$ cat src/rtl/sbb_pkg.sv
`timescale 1ns / 1ps
// ----------------------------------------------------------------------------
// sbb_pkg
// Shared codes and types for the separable box blur block.
// ----------------------------------------------------------------------------
package sbb_pkg;

   localparam int MAX_WIDTH  = 256;
   localparam int MAX_HEIGHT = 256;
   localparam int MAX_RADIUS = 15;

   localparam logic [1:0] CMD_LOAD   = 2'd0;
   localparam logic [1:0] CMD_RUN    = 2'd1;
   localparam logic [1:0] CMD_READ   = 2'd2;
   localparam logic [1:0] CMD_UNUSED = 2'd3;

   localparam logic [1:0] CSR_RADIUS = 2'd0;
   localparam logic [1:0] CSR_WIDTH  = 2'd1;
   localparam logic [1:0] CSR_HEIGHT = 2'd2;

   localparam logic KIND_DONE = 1'b0;
   localparam logic KIND_READ = 1'b1;

   localparam logic [7:0] ALPHA_OPAQUE = 8'hff;

   // per-channel divider request
   typedef struct packed {
      logic        start;
      logic [12:0] red_sum;
      logic [12:0] green_sum;
      logic [12:0] blue_sum;
      logic [7:0]  divisor;
   } div_req_type;

   typedef struct packed {
      logic       done;
      logic [7:0] red_q;
      logic [7:0] green_q;
      logic [7:0] blue_q;
   } div_rsp_type;

endpackage

$ cat src/rtl/sbb_divider.sv
`timescale 1ns / 1ps
// ----------------------------------------------------------------------------
// sbb_divider
// Restoring divider, three channels in parallel, one quotient bit per cycle.
// ----------------------------------------------------------------------------
module sbb_divider (
   input  logic                clock,
   input  logic                reset,
   input  sbb_pkg::div_req_type req,
   output sbb_pkg::div_rsp_type rsp
);

   logic [3:0]  count_ff, count_in;
   logic        busy_ff, busy_in;
   logic        done_ff, done_in;
   logic [12:0] rq_ff, gq_ff, bq_ff, rq_in, gq_in, bq_in;
   logic [8:0]  rr_ff, gr_ff, br_ff, rr_in, gr_in, br_in;
   logic [7:0]  dv_ff, dv_in;
   logic [9:0]  rt, gt, bt;

   always_comb begin
      count_in = count_ff;
      busy_in  = busy_ff;
      done_in  = 1'b0;
      rq_in = rq_ff; gq_in = gq_ff; bq_in = bq_ff;
      rr_in = rr_ff; gr_in = gr_ff; br_in = br_ff;
      dv_in = dv_ff;
      rt = {rr_ff, rq_ff[12]} - {2'b0, dv_ff};
      gt = {gr_ff, gq_ff[12]} - {2'b0, dv_ff};
      bt = {br_ff, bq_ff[12]} - {2'b0, dv_ff};
      if (req.start) begin
         busy_in = 1'b1;
         count_in = 4'd0;
         rq_in = req.red_sum; gq_in = req.green_sum; bq_in = req.blue_sum;
         rr_in = 9'd0; gr_in = 9'd0; br_in = 9'd0;
         dv_in = req.divisor;
      end else if (busy_ff) begin
         rr_in = rt[9] ? {rr_ff[7:0], rq_ff[12]} : rt[8:0];
         gr_in = gt[9] ? {gr_ff[7:0], gq_ff[12]} : gt[8:0];
         br_in = bt[9] ? {br_ff[7:0], bq_ff[12]} : bt[8:0];
         rq_in = {rq_ff[11:0], ~rt[9]};
         gq_in = {gq_ff[11:0], ~gt[9]};
         bq_in = {bq_ff[11:0], ~bt[9]};
         count_in = count_ff + 4'd1;
         if (count_ff == 4'd12) begin
            busy_in = 1'b0;
            done_in = 1'b1;
         end
      end
   end

   always_ff @(posedge clock) begin
      if (reset) begin
         busy_ff  <= 1'b0;
         done_ff  <= 1'b0;
         count_ff <= 4'd0;
      end else begin
         busy_ff  <= busy_in;
         done_ff  <= done_in;
         count_ff <= count_in;
      end
      rq_ff <= rq_in; gq_ff <= gq_in; bq_ff <= bq_in;
      rr_ff <= rr_in; gr_ff <= gr_in; br_ff <= br_in;
      dv_ff <= dv_in;
   end

   assign rsp.done    = done_ff;
   assign rsp.red_q   = rq_ff[7:0];
   assign rsp.green_q = gq_ff[7:0];
   assign rsp.blue_q  = bq_ff[7:0];

   a_one_job: assert property (@(posedge clock) disable iff (reset)
      busy_ff |-> !req.start) else $error("divider restarted while busy");
   a_done_end: assert property (@(posedge clock) disable iff (reset)
      done_ff |-> !busy_ff) else $error("done while busy");
   a_count: assert property (@(posedge clock) disable iff (reset)
      busy_ff |-> count_ff <= 4'd12) else $error("divider count overrun");

endmodule

$ cat config.mk
export PLATFORM = sky130hd
export DESIGN_NAME = sbb_divider
export DESIGN_NICKNAME = d
export VERILOG_FILES = /design/src/rtl/sbb_pkg.sv /design/src/rtl/sbb_divider.sv
export SDC_FILE = /design/constraint.sdc
export NUM_CORES = 1
export LEC_CHECK = 0
export BUFFER_PORTS_ARGS = -buffer_cell sky130_fd_sc_hd__buf_2
export CORE_ASPECT_RATIO = 0.5
export CORE_MARGIN = 2
export CORE_UTILIZATION = 57
export CTS_CLUSTER_SIZE = 8
export DETAILED_ROUTE_END_ITERATION = 8
export PLACE_DENSITY = 0.83
export SYNTH_ARGS = -nofsm -noshare
export SYNTH_HDL_FRONTEND = slang
export SYNTH_SLANG_ARGS = --single-unit
$ cat constraint.sdc
create_clock -name clock -period 2.55 [get_ports clock]
set_input_delay 0.1275 -clock clock [delete_from_list [all_inputs] [get_ports clock]]
set_output_delay 0.1275 -clock clock [all_outputs]
set_load 0.01 [all_outputs]
==> metrics, run 1 <==
Commonest cells post-synth=47 x edfxtp_1, 41 x nor2_1, 40 x mux2_2; antenna violations before repair=0; Top Usage Layer GRT=met2; vias=3,615; Yosys reg bits=80; Post-DRT Antenna Nets=0; Max Fclk=403 MHz; Combinational Power Share=0.237; CTS root buffer=clkbuf_16; drt pass-1 iters=5; Clock Sinks=80; crit-path leading delay family=multiplexers; Layout area overhead=16.7%; H-tree levels=3; Cell variety after synth=58; Worst Setup End Kind=flip-flop; largest family of logic cells by synthesized area=multiplexers; initial core utilization=0.589; Mapped Area=4730 sq um; WP data arrival=2.69 ns; Worst-path clk slew=0.06 ns; final net count=578; Post-Synth Simple-Gate Area=0.102; asr flop ratio synth=0; GR Layer Usage met2=0.423; wire per inst=18.1 microns; TritonCTS clock tree=yes; Setup Skew=0.00801 ns; CTS buffer count=9; Placement Cell Area=5090 sq um; CP max FO=12; Mean Syn Cell Area=11.0 sq um; Tightest Hold Check Type=in2reg; status=complete, no violations; total of fill cells in the finished design=550; post-synthesis sequential area ratio=0.438; Final setup viols=0; Power Dens Cells=692 nW/um^2; Ports=75; Synth area leader=edfxtp_1; total global routing overflow=0; Final period util=0.973; GR Util met1=0.287; GPL Wtd Cong=0.909; GR Util All Layers=0.249; Setup TNS=0 ns; Die Width=133 microns; Core Region=8030 sq um; Switch Pwr=1.08 mW; full die area=9090 sq um; ratio of cells with drive above 1 in the final layout=0.304; clock latency on the worst-skew pair=0.34 ns; Clock power frac=0.349; Cell Chain, Critical Path=inv_1, ha_1, a211oi_2, nor2_1, mux2_4, nor4_4, buf_4, mux2i_1, a211oi_1; top-area cell type share of the netlist area=0.298; syn_nets=510; Slew HR=0.672; GR Util met3=0.0867; most frequent cell after synthesis=edfxtp_1; switching share of power=0.281; Synth Instances=431; Yosys warning count=0; DRC=0; Setup crit start kind=flip-flop; Period minus WS final=2.48 ns; Max-cap violations=0; final slew viol count=0; unrepaired setup endpoints after global routing=false; vias in the first global route=3,428; Avg Vias per Cell=5.87; xor and xnor area share after synthesis=0.0259; CTS Buffer Depth=2; final instance area=5520 sq um; Synth area leaders=edfxtp_1 30%, dfxtp_1 14%, mux2_2 9.5%; Fin. Hold Viols=0; Leak=2.25 nW; post-synthesis adder-cell area fraction=0.0814; # diodes=0; WL final=11,100 microns; WP buf/inv=2; part of the power in registers=0.414; VDD IR max=0.000506 V; first-pass GRT wire length=16,900 microns; crit path max-delay cell type=edfxtp_1; largest net degree at the start of global routing=53; die height=68.4 microns; number of synthesized flops with an enable pin=47; Compound-Gate Fraction of Synth Area=0.139; Synth Flop Type=edfxtp_1; Internal Power=2.75 mW; reg2reg setup slack=0.07 ns; overall power=3.82 mW; number of port buffers=74; critical path class=reg2reg; CP max stage delay=0.38 ns; hpwl dp=7240 microns; mux cell area share after synthesis=0.141; worst slew pin tran=0.485 ns; # rows=23; Iter 0 DRT Violations=310; worst endpoint required time=2.75 ns
==> final timing paths <==
kind / from / to / cells after the start
worst max-delay path: dv_ff[6]$_DFFE_PP_ / rr_ff[5]$_SDFFE_PP0P_ / 9
worst max register to register: dv_ff[6]$_DFFE_PP_ / rr_ff[5]$_SDFFE_PP0P_ / 9
worst min register to register: rr_ff[2]$_SDFFE_PP0P_ / rr_ff[2]$_SDFFE_PP0P_ / 2
worst min-delay path: req[20] / bq_ff[12]$_DFFE_PP_ / 2
==> state kept, by name (all words and copies together) (netlist names) <==
signal,cells
bq_ff,13
br_ff,9
done_ff,1
gq_ff,13
rr_ff,9
dv_ff,8
busy_ff,1
gr_ff,9
rq_ff,13
count_ff,4
==> cell type report <==
type / count / area (sq um) / area share
clock inverter: 4 / 51.3 / 0.00929
clock buffer: 12 / 256 / 0.0464
timing repair buffer: 98 / 583 / 0.106
multi-input combinational: 289 / 2340 / 0.424
sequential: 80 / 2070 / 0.375
inverter: 21 / 78.8 / 0.0143
tap: 112 / 140 / 0.0254
==> routing by layer <==
metal / up-vias / share of wire
met4: 0 / 0.025
met2: 171 / 0.47
li1: 1716 / -
met5: - / 0
met1: 1708 / 0.42
met3: 20 / 0.079
==> power groups by stage <==
| stage | clock, mW | combinational, mW | sequential [mW] |
|---|---|---|---|
| floorplan | 0 | 0.683 | 1.58 |
| global placement | 0 | 0.826 | 1.60 |
| detailed placement | 0 | 0.846 | 1.60 |
| CTS | 1.35 | 0.873 | 1.58 |
| global route | 1.41 | 0.983 | 1.59 |
| finish | 1.34 | 0.906 | 1.58 |
==> layout by cell type, fill, tap and decap left out, types with 3 or more instances in the layout <==
cell type	instances
o21a_1	8
nor2_1	41
nand2_1	14
o211ai_1	3
a21oi_1	13
dfxtp_1	33
o21ai_0	9
edfxtp_1	47
ha_1	26
a22o_1	6
buf_4	13
inv_1	21
dlygate4sd3_1	9
nor4_1	7
clkbuf_16	9
nand3_1	5
xnor2_1	9
nor2b_1	6
nand2b_1	5
o31a_1	5
a21o_1	3
buf_2	75
xor2_1	5
mux2i_1	20
nor3_1	5
mux2_2	40
o31ai_1	3
a211oi_1	14
fa_1	3
o21ai_1	4
==> cell families (layout without fill, tap and decap cells) <==
logic type      Yosys count  count (layout)
mux                      61              61
fa+ha+maj                29              29
compound gates           89              89
buf+inv                  62             135
xor+xnor                 14              14
simple gates             96              96
flops                    80              80
==> per-stage QoR <==
stage	std cells	setup slack (ns)	hold WS (ns)	util
after floorplan	431	0.249	0.200	-
final	616	0.0681	0.0893	0.688
after detailed placement	589	0.140	0.306	0.634
after CTS	614	0.112	0.0817	0.683
after global placement	589	0.233	0.303	0.634
after global routing	616	0.00263	0.0826	0.688
==> repair_timing <==
action                                  in CTS  in global routing
hold buffers                                 9                  0
hold endpoints to repair                     9                  0
buffers inserted                             0                  1
endpoints found under the setup margin       0                  8
gates resized for setup                      0                  5
==> worst reg2reg max path: stages, from the launching register on <==
cell	delay, ns
edfxtp_1	0.38
inv_1	0.17
ha_1	0.33
a211oi_2	0.37
nor2_1	0.07
mux2_4	0.28
nor4_4	0.13
buf_4	0.26
mux2i_1	0.25
a211oi_1	0.11
No activity file was read; power rests on OpenSTA's default activity.
==> inputs of run 2 (changes only) <==
--- a/config.mk
+++ b/config.mk
@@ -8,10 +8,11 @@
 export BUFFER_PORTS_ARGS = -buffer_cell sky130_fd_sc_hd__buf_2
 export CORE_ASPECT_RATIO = 0.5
 export CORE_MARGIN = 2
-export CORE_UTILIZATION = 57
+export CORE_UTILIZATION = 45
 export CTS_CLUSTER_SIZE = 8
 export DETAILED_ROUTE_END_ITERATION = 8
-export PLACE_DENSITY = 0.83
+export PLACE_DENSITY = 0.69
+export SETUP_SLACK_MARGIN = 0.05
 export SYNTH_ARGS = -nofsm -noshare
 export SYNTH_HDL_FRONTEND = slang
 export SYNTH_SLANG_ARGS = --single-unit
==> metrics, run 2 (synthesis gave the netlist of run 1 again) <==
final net count=579 (+0.17%); RR Startpoint=dv_ff[5]$_DFFE_PP_; critical path class=reg2reg; Max Fclk=422 MHz (+4.8%); status=complete, no violations; Max-cap violations=0 (unchanged); WL final=10,400 microns (-6.3%); drt pass-1 iters=5 (unchanged); Tightest Hold Check Type=in2reg; Largest regs=bq_ff: 13 flops, gq_ff: 13 flops, rq_ff: 13 flops; VDD IR max=0.000384 V (-24%); Final period util=0.929 (-0.0444); reg2reg setup slack=0.18 ns (+0.11 ns); Iter 0 DRT Violations=227 (-27%); vias=3,498 (-3.2%); Final setup viols=0 (unchanged); wire per inst=16.2 microns (-10%); FF-to-FF End=rr_ff[6]$_SDFFE_PP0P_; total of fill cells in the finished design=910 (+65%); post-CTS setup buffer count=0 (unchanged); H-tree levels=3 (unchanged); initial core utilization=0.463 (-0.126); full die area=11,400 sq um (+25%); Fin. Hold Viols=0 (unchanged); CTS buffer count=9 (unchanged); vias in the first global route=3,402 (-0.76%); max layer used=met4; Power Dens Cells=708 nW/um^2 (+2.3%); WL met1=4970 microns (+5.9%); Worst Setup End Kind=flip-flop; number of port buffers=74 (unchanged); CTS Buffer Depth=2 (unchanged); Clock Sinks=80 (unchanged); unrepaired setup endpoints after global routing=false; Setup TNS=0 ns (unchanged); most frequent cells in the layout=74 x buf_2, 47 x edfxtp_1, 41 x nor2_1; GR Util All Layers=0.195 (-0.0540); antenna violations before repair=1 (+1); CTS root buffer=clkbuf_16; hpwl dp=7470 microns (+3.2%); TritonCTS clock tree=yes; total global routing overflow=0 (unchanged); Leak=2.26 nW (+0.43%); FF-to-FF path depth=9 (unchanged); final slew viol count=0 (unchanged); Period minus WS final=2.37 ns (-0.113 ns); largest net degree at the start of global routing=41 (-23%); first-pass GRT wire length=17,300 microns (+2.6%); WL met2=4590 microns (-13%); Slew HR=0.642 (-0.0306); DRC=0 (unchanged); worst endpoint required time=2.78 ns (+0.03 ns); CP Capture Point=rr_ff[6]$_SDFFE_PP0P_; Setup Skew=0.00690 ns (-0.00111 ns); Setup crit start kind=flip-flop; CP max FO=11 (-1); length of routed met3 wiring=677 microns (-23%); clock latency on the worst-skew pair=0.34 ns (about the same); Avg Vias per Cell=5.42 (-7.6%); WP data arrival=2.60 ns (-0.09 ns); most common cell after layout, fill and taps aside=buf_2; # rows=26 (+13%); GPL Wtd Cong=0.861 (-5.3%); Core Region=10,200 sq um (+27%); Core Util, Final=0.546 (-0.142); die height=76.5 microns (+12%); Ports=75 (unchanged); worst slew pin tran=0.537 ns (+0.0523 ns); Crit. Startpoint=dv_ff[5]$_DFFE_PP_; Post-DRT Antenna Nets=0 (unchanged); ratio of cells with drive above 1 in the final layout=0.305 (+0.00138); Layout area overhead=17.9%; Worst-path clk slew=0.06 ns (about the same); Die Width=149 microns (+12%); # diodes=0 (unchanged)
run 2: worst min-delay path by stage:
stage / start / slack [ns] / cells past startpoint / endpoint
6_report: req[23] / 0.08 / 2 / gq_ff[2]$_DFFE_PP_
5_1_grt: req[23] / 0.08 / 2 / gq_ff[2]$_DFFE_PP_
2_1_floorplan: reset / 0.20 / 1 / busy_ff$_SDFF_PP0_
3_5_place_dp: reset / 0.31 / 2 / busy_ff$_SDFF_PP0_
3_3_place_gp: req[4] / 0.30 / 1 / dv_ff[4]$_DFFE_PP_
4_1_cts: req[26] / 0.07 / 2 / gq_ff[5]$_DFFE_PP_
run 2: where the power goes:
part | leakage (nW) | switching, mW | internal, mW
clock | 0.164 | 0.538 | 0.964
sequential | 0.742 | 0.0698 | 1.51
combinational | 1.35 | 0.454 | 0.417
total | 2.26 | 1.06 | 2.89
run 2: cell type report:
class | instances | area [sq um] | share of cell area
tap | 140 | 175 | 0.0314
sequential | 80 | 2070 | 0.371
multi-input combinational | 289 | 2330 | 0.417
clock buffer | 10 | 229 | 0.0410
inverter | 21 | 78.8 | 0.0141
timing repair buffer | 99 | 581 | 0.104
clock inverter | 6 | 115 | 0.0206
run 2: stage by stage:
| step | total power, mW | instances | setup slack [ns] | hold slack, ns | cell area [sq um] |
|---|---|---|---|---|---|
| 3_5_place_dp | 2.45 | 620 | 0.164 | 0.306 | 5130 |
| 2_1_floorplan | 2.26 | 431 | 0.249 | 0.200 | 4730 |
| 5_1_grt | 4.14 | 645 | 0.0518 | 0.0764 | 5580 |
| 6_report | 3.95 | 645 | 0.181 | 0.0815 | 5580 |
| 3_3_place_gp | 2.44 | 620 | 0.237 | 0.304 | 5130 |
| 4_1_cts | 3.98 | 645 | 0.142 | 0.0697 | 5570 |
run 2: critical path, stage by stage (launching register included):
cell      delay, ns
edfxtp_1       0.37
inv_1          0.14
ha_1           0.31
o21a_2         0.25
o21ai_4        0.17
mux2_4         0.33
nor4_4         0.12
buf_4          0.24
nor2_1         0.07
a221o_1        0.26
run 2: timing repair:
action | CTS | global route
endpoints found under the hold margin | 9 | 0
endpoints found under the setup margin | 0 | 2
gates resized for setup | 0 | 2
hold buffers | 9 | 0
run 2: layer usage:
layer | vias to the layer above | GRT usage
li1 | 1722 | -
met1 | 1667 | 0.262
met2 | 89 | 0.299
met3 | 20 | 0.0629
met4 | 0 | 0.0648
met5 | - | 0
==> inputs of run 3 (changes only) <==
--- a/config.mk
+++ b/config.mk
@@ -11,7 +11,7 @@
 export CORE_UTILIZATION = 45
 export CTS_CLUSTER_SIZE = 8
 export DETAILED_ROUTE_END_ITERATION = 8
-export PLACE_DENSITY = 0.69
+export PLACE_DENSITY = 0.66
 export SETUP_SLACK_MARGIN = 0.05
 export SYNTH_ARGS = -nofsm -noshare
 export SYNTH_HDL_FRONTEND = slang
==> metrics, run 3 (synthesis gave the netlist of run 1 again) <==
status=complete, no violations; DRC=0 (unchanged); Combinational Power Share=0.236 (+0.015); Leak=2.25 nW (-0.38%); FF-to-FF path depth=9 (unchanged); hpwl dp=7220 microns (-3.4%); antenna violations before repair=0 (-1); Clock Sinks=80 (unchanged); initial core utilization=0.463 (unchanged); Clock power frac=0.345 (-0.035); hold depth=2 (unchanged); total global routing overflow=0 (unchanged); most common cell after layout, fill and taps aside=buf_2; vias=3,448 (-1.4%); Worst Setup End Kind=flip-flop; Setup crit start kind=flip-flop; CP max FO=4 (-7); Fin. Hold Viols=0 (unchanged); ratio of cells with drive above 1 in the final layout=0.308 (+0.00335); Largest regs=bq_ff: 13 flops, gq_ff: 13 flops, rq_ff: 13 flops; WP data arrival=2.47 ns (-0.13 ns); VDD IR max=0.000422 V (+9.9%); # rows=26 (unchanged); Iter 0 DRT Violations=212 (-6.6%); Cell Chain, Critical Path=inv_1, ha_1, nor2b_1, o2111ai_1, a211oi_1, nor4b_4, buf_4, buf_4, mux2_2; Slew HR=0.653 (+0.0115); CP max stage delay=0.39 ns (+0.02 ns); unrepaired setup endpoints after global routing=false; critical path class=reg2reg; fin worst setup slack=0.165 ns (-0.0164 ns); reg2reg setup slack=0.16 ns (-0.02 ns); CTS Buffer Depth=2 (unchanged); cell mode on critical path=buf_4; part of the power in registers=0.419 (+0.020); Layout area overhead=17.5%; Max-cap violations=0 (unchanged); die height=76.5 microns (unchanged); largest net degree at the start of global routing=41 (unchanged); Tightest Hold Check Type=in2reg; drt pass-1 iters=4 (-1); Setup Skew=0.00577 ns (-0.00113 ns); wire per inst=15.8 microns (-2.7%); Core Region=10,200 sq um (unchanged); Period minus WS final=2.39 ns (+0.0164 ns); Internal Power=2.69 mW (-6.8%); most frequent cells in the layout=74 x buf_2, 47 x edfxtp_1, 41 x nor2_1; first-pass GRT wire length=16,600 microns (-4.0%); Avg Vias per Cell=5.34 (-1.6%); Final setup viols=0 (unchanged); final slew viol count=0 (unchanged); CTS buffer count=9 (unchanged); full die area=11,400 sq um (unchanged); vias in the first global route=3,363 (-1.1%); GR Util All Layers=0.185 (-0.0102); Power Dens Cells=675 nW/um^2 (-4.7%); Ports=75 (unchanged); CTS root buffer=clkbuf_16; Max Fclk=419 MHz (-0.69%); Worst-path clk slew=0.06 ns (about the same); final net count=580 (+0.17%); H-tree levels=3 (unchanged); # diodes=0 (unchanged); TritonCTS clock tree=yes; WL final=10,200 microns (-2.5%); Final period util=0.935 (+0.00643); Setup TNS=0 ns (unchanged); Post-DRT Antenna Nets=0 (unchanged); crit path max-delay cell type=a211oi_1; Switch Pwr=1.06 mW (-0.11%); GPL Wtd Cong=0.850 (-1.3%); worst endpoint required time=2.64 ns (-0.14 ns); number of port buffers=74 (unchanged); switching share of power=0.283 (+0.0137); Post-Place Setup Slack=0.0957 ns (-0.0684 ns); clock latency on the worst-skew pair=0.34 ns (about the same); Die Width=149 microns (unchanged); worst slew pin tran=0.520 ns (-0.0172 ns)
run 3: area by class of cell:
cell class | count | area [sq um]
fillers | 914 | 4650
multi-input cells | 289 | 2330
flip-flops and latches | 80 | 2070
repair buffers | 100 | 604
clock buffers | 9 | 225
well taps | 140 | 175
inverters | 21 | 78.8
clock inverters | 7 | 70.1
run 3: worst max-delay path: cells and delay by family, from the launching register on:
family,cells,cell delay [ns]
AO/OA/AOI/OAI,2,0.59
adder cells (fa/ha/maj),1,0.28
multiplexers,1,0.25
flip-flops,1,0.34
AND/OR/NAND/NOR,2,0.29
buffers and inverters,3,0.39
run 3: worst paths after layout:
| kind | start | to |
|---|---|---|
| min | req[28] | gq_ff[7]$_DFFE_PP_ |
| max reg2reg | dv_ff[1]$_DFFE_PP_ | gq_ff[0]$_DFFE_PP_ |
| min reg2reg | rr_ff[2]$_SDFFE_PP0P_ | rr_ff[2]$_SDFFE_PP0P_ |
| max | dv_ff[1]$_DFFE_PP_ | gq_ff[0]$_DFFE_PP_ |
run 3: timing repair:
item,in CTS,in global routing
setup buffers,0,1
hold buffers,9,0
gates resized for setup,0,6
hold endpoints to repair,9,0
setup endpoints to repair,0,7
run 3: per-stage QoR:
stage                     total power, mW  instances  instance area (sq um)  utilization  hold slack [ns]
after floorplan                      2.26        431                   4730            -            0.200
after global placement               2.44        619                   5140        0.503            0.305
after detailed placement             2.45        619                   5140        0.503            0.306
after CTS                            3.76        644                   5520        0.541           0.0750
after global routing                 3.93        646                   5560        0.544           0.0864
final                                3.75        646                   5560        0.544           0.0877
run 3: power by group through the flow:
stage	registers, mW	logic, mW	clock network [mW]
after floorplan	1.58	0.683	0
after global placement	1.60	0.843	0
after detailed placement	1.60	0.848	0
after CTS	1.57	0.866	1.32
after global routing	1.59	0.978	1.36
final	1.57	0.887	1.29
run 3: routing by layer:
metal / GRT usage / part of all wire / up-vias
li1: - / - / 1725
met1: 0.248 / 0.47 / 1617
met2: 0.293 / 0.46 / 91
met3: 0.0419 / 0.051 / 15
met4: 0.0686 / 0.020 / 0
met5: 0 / 0 / -
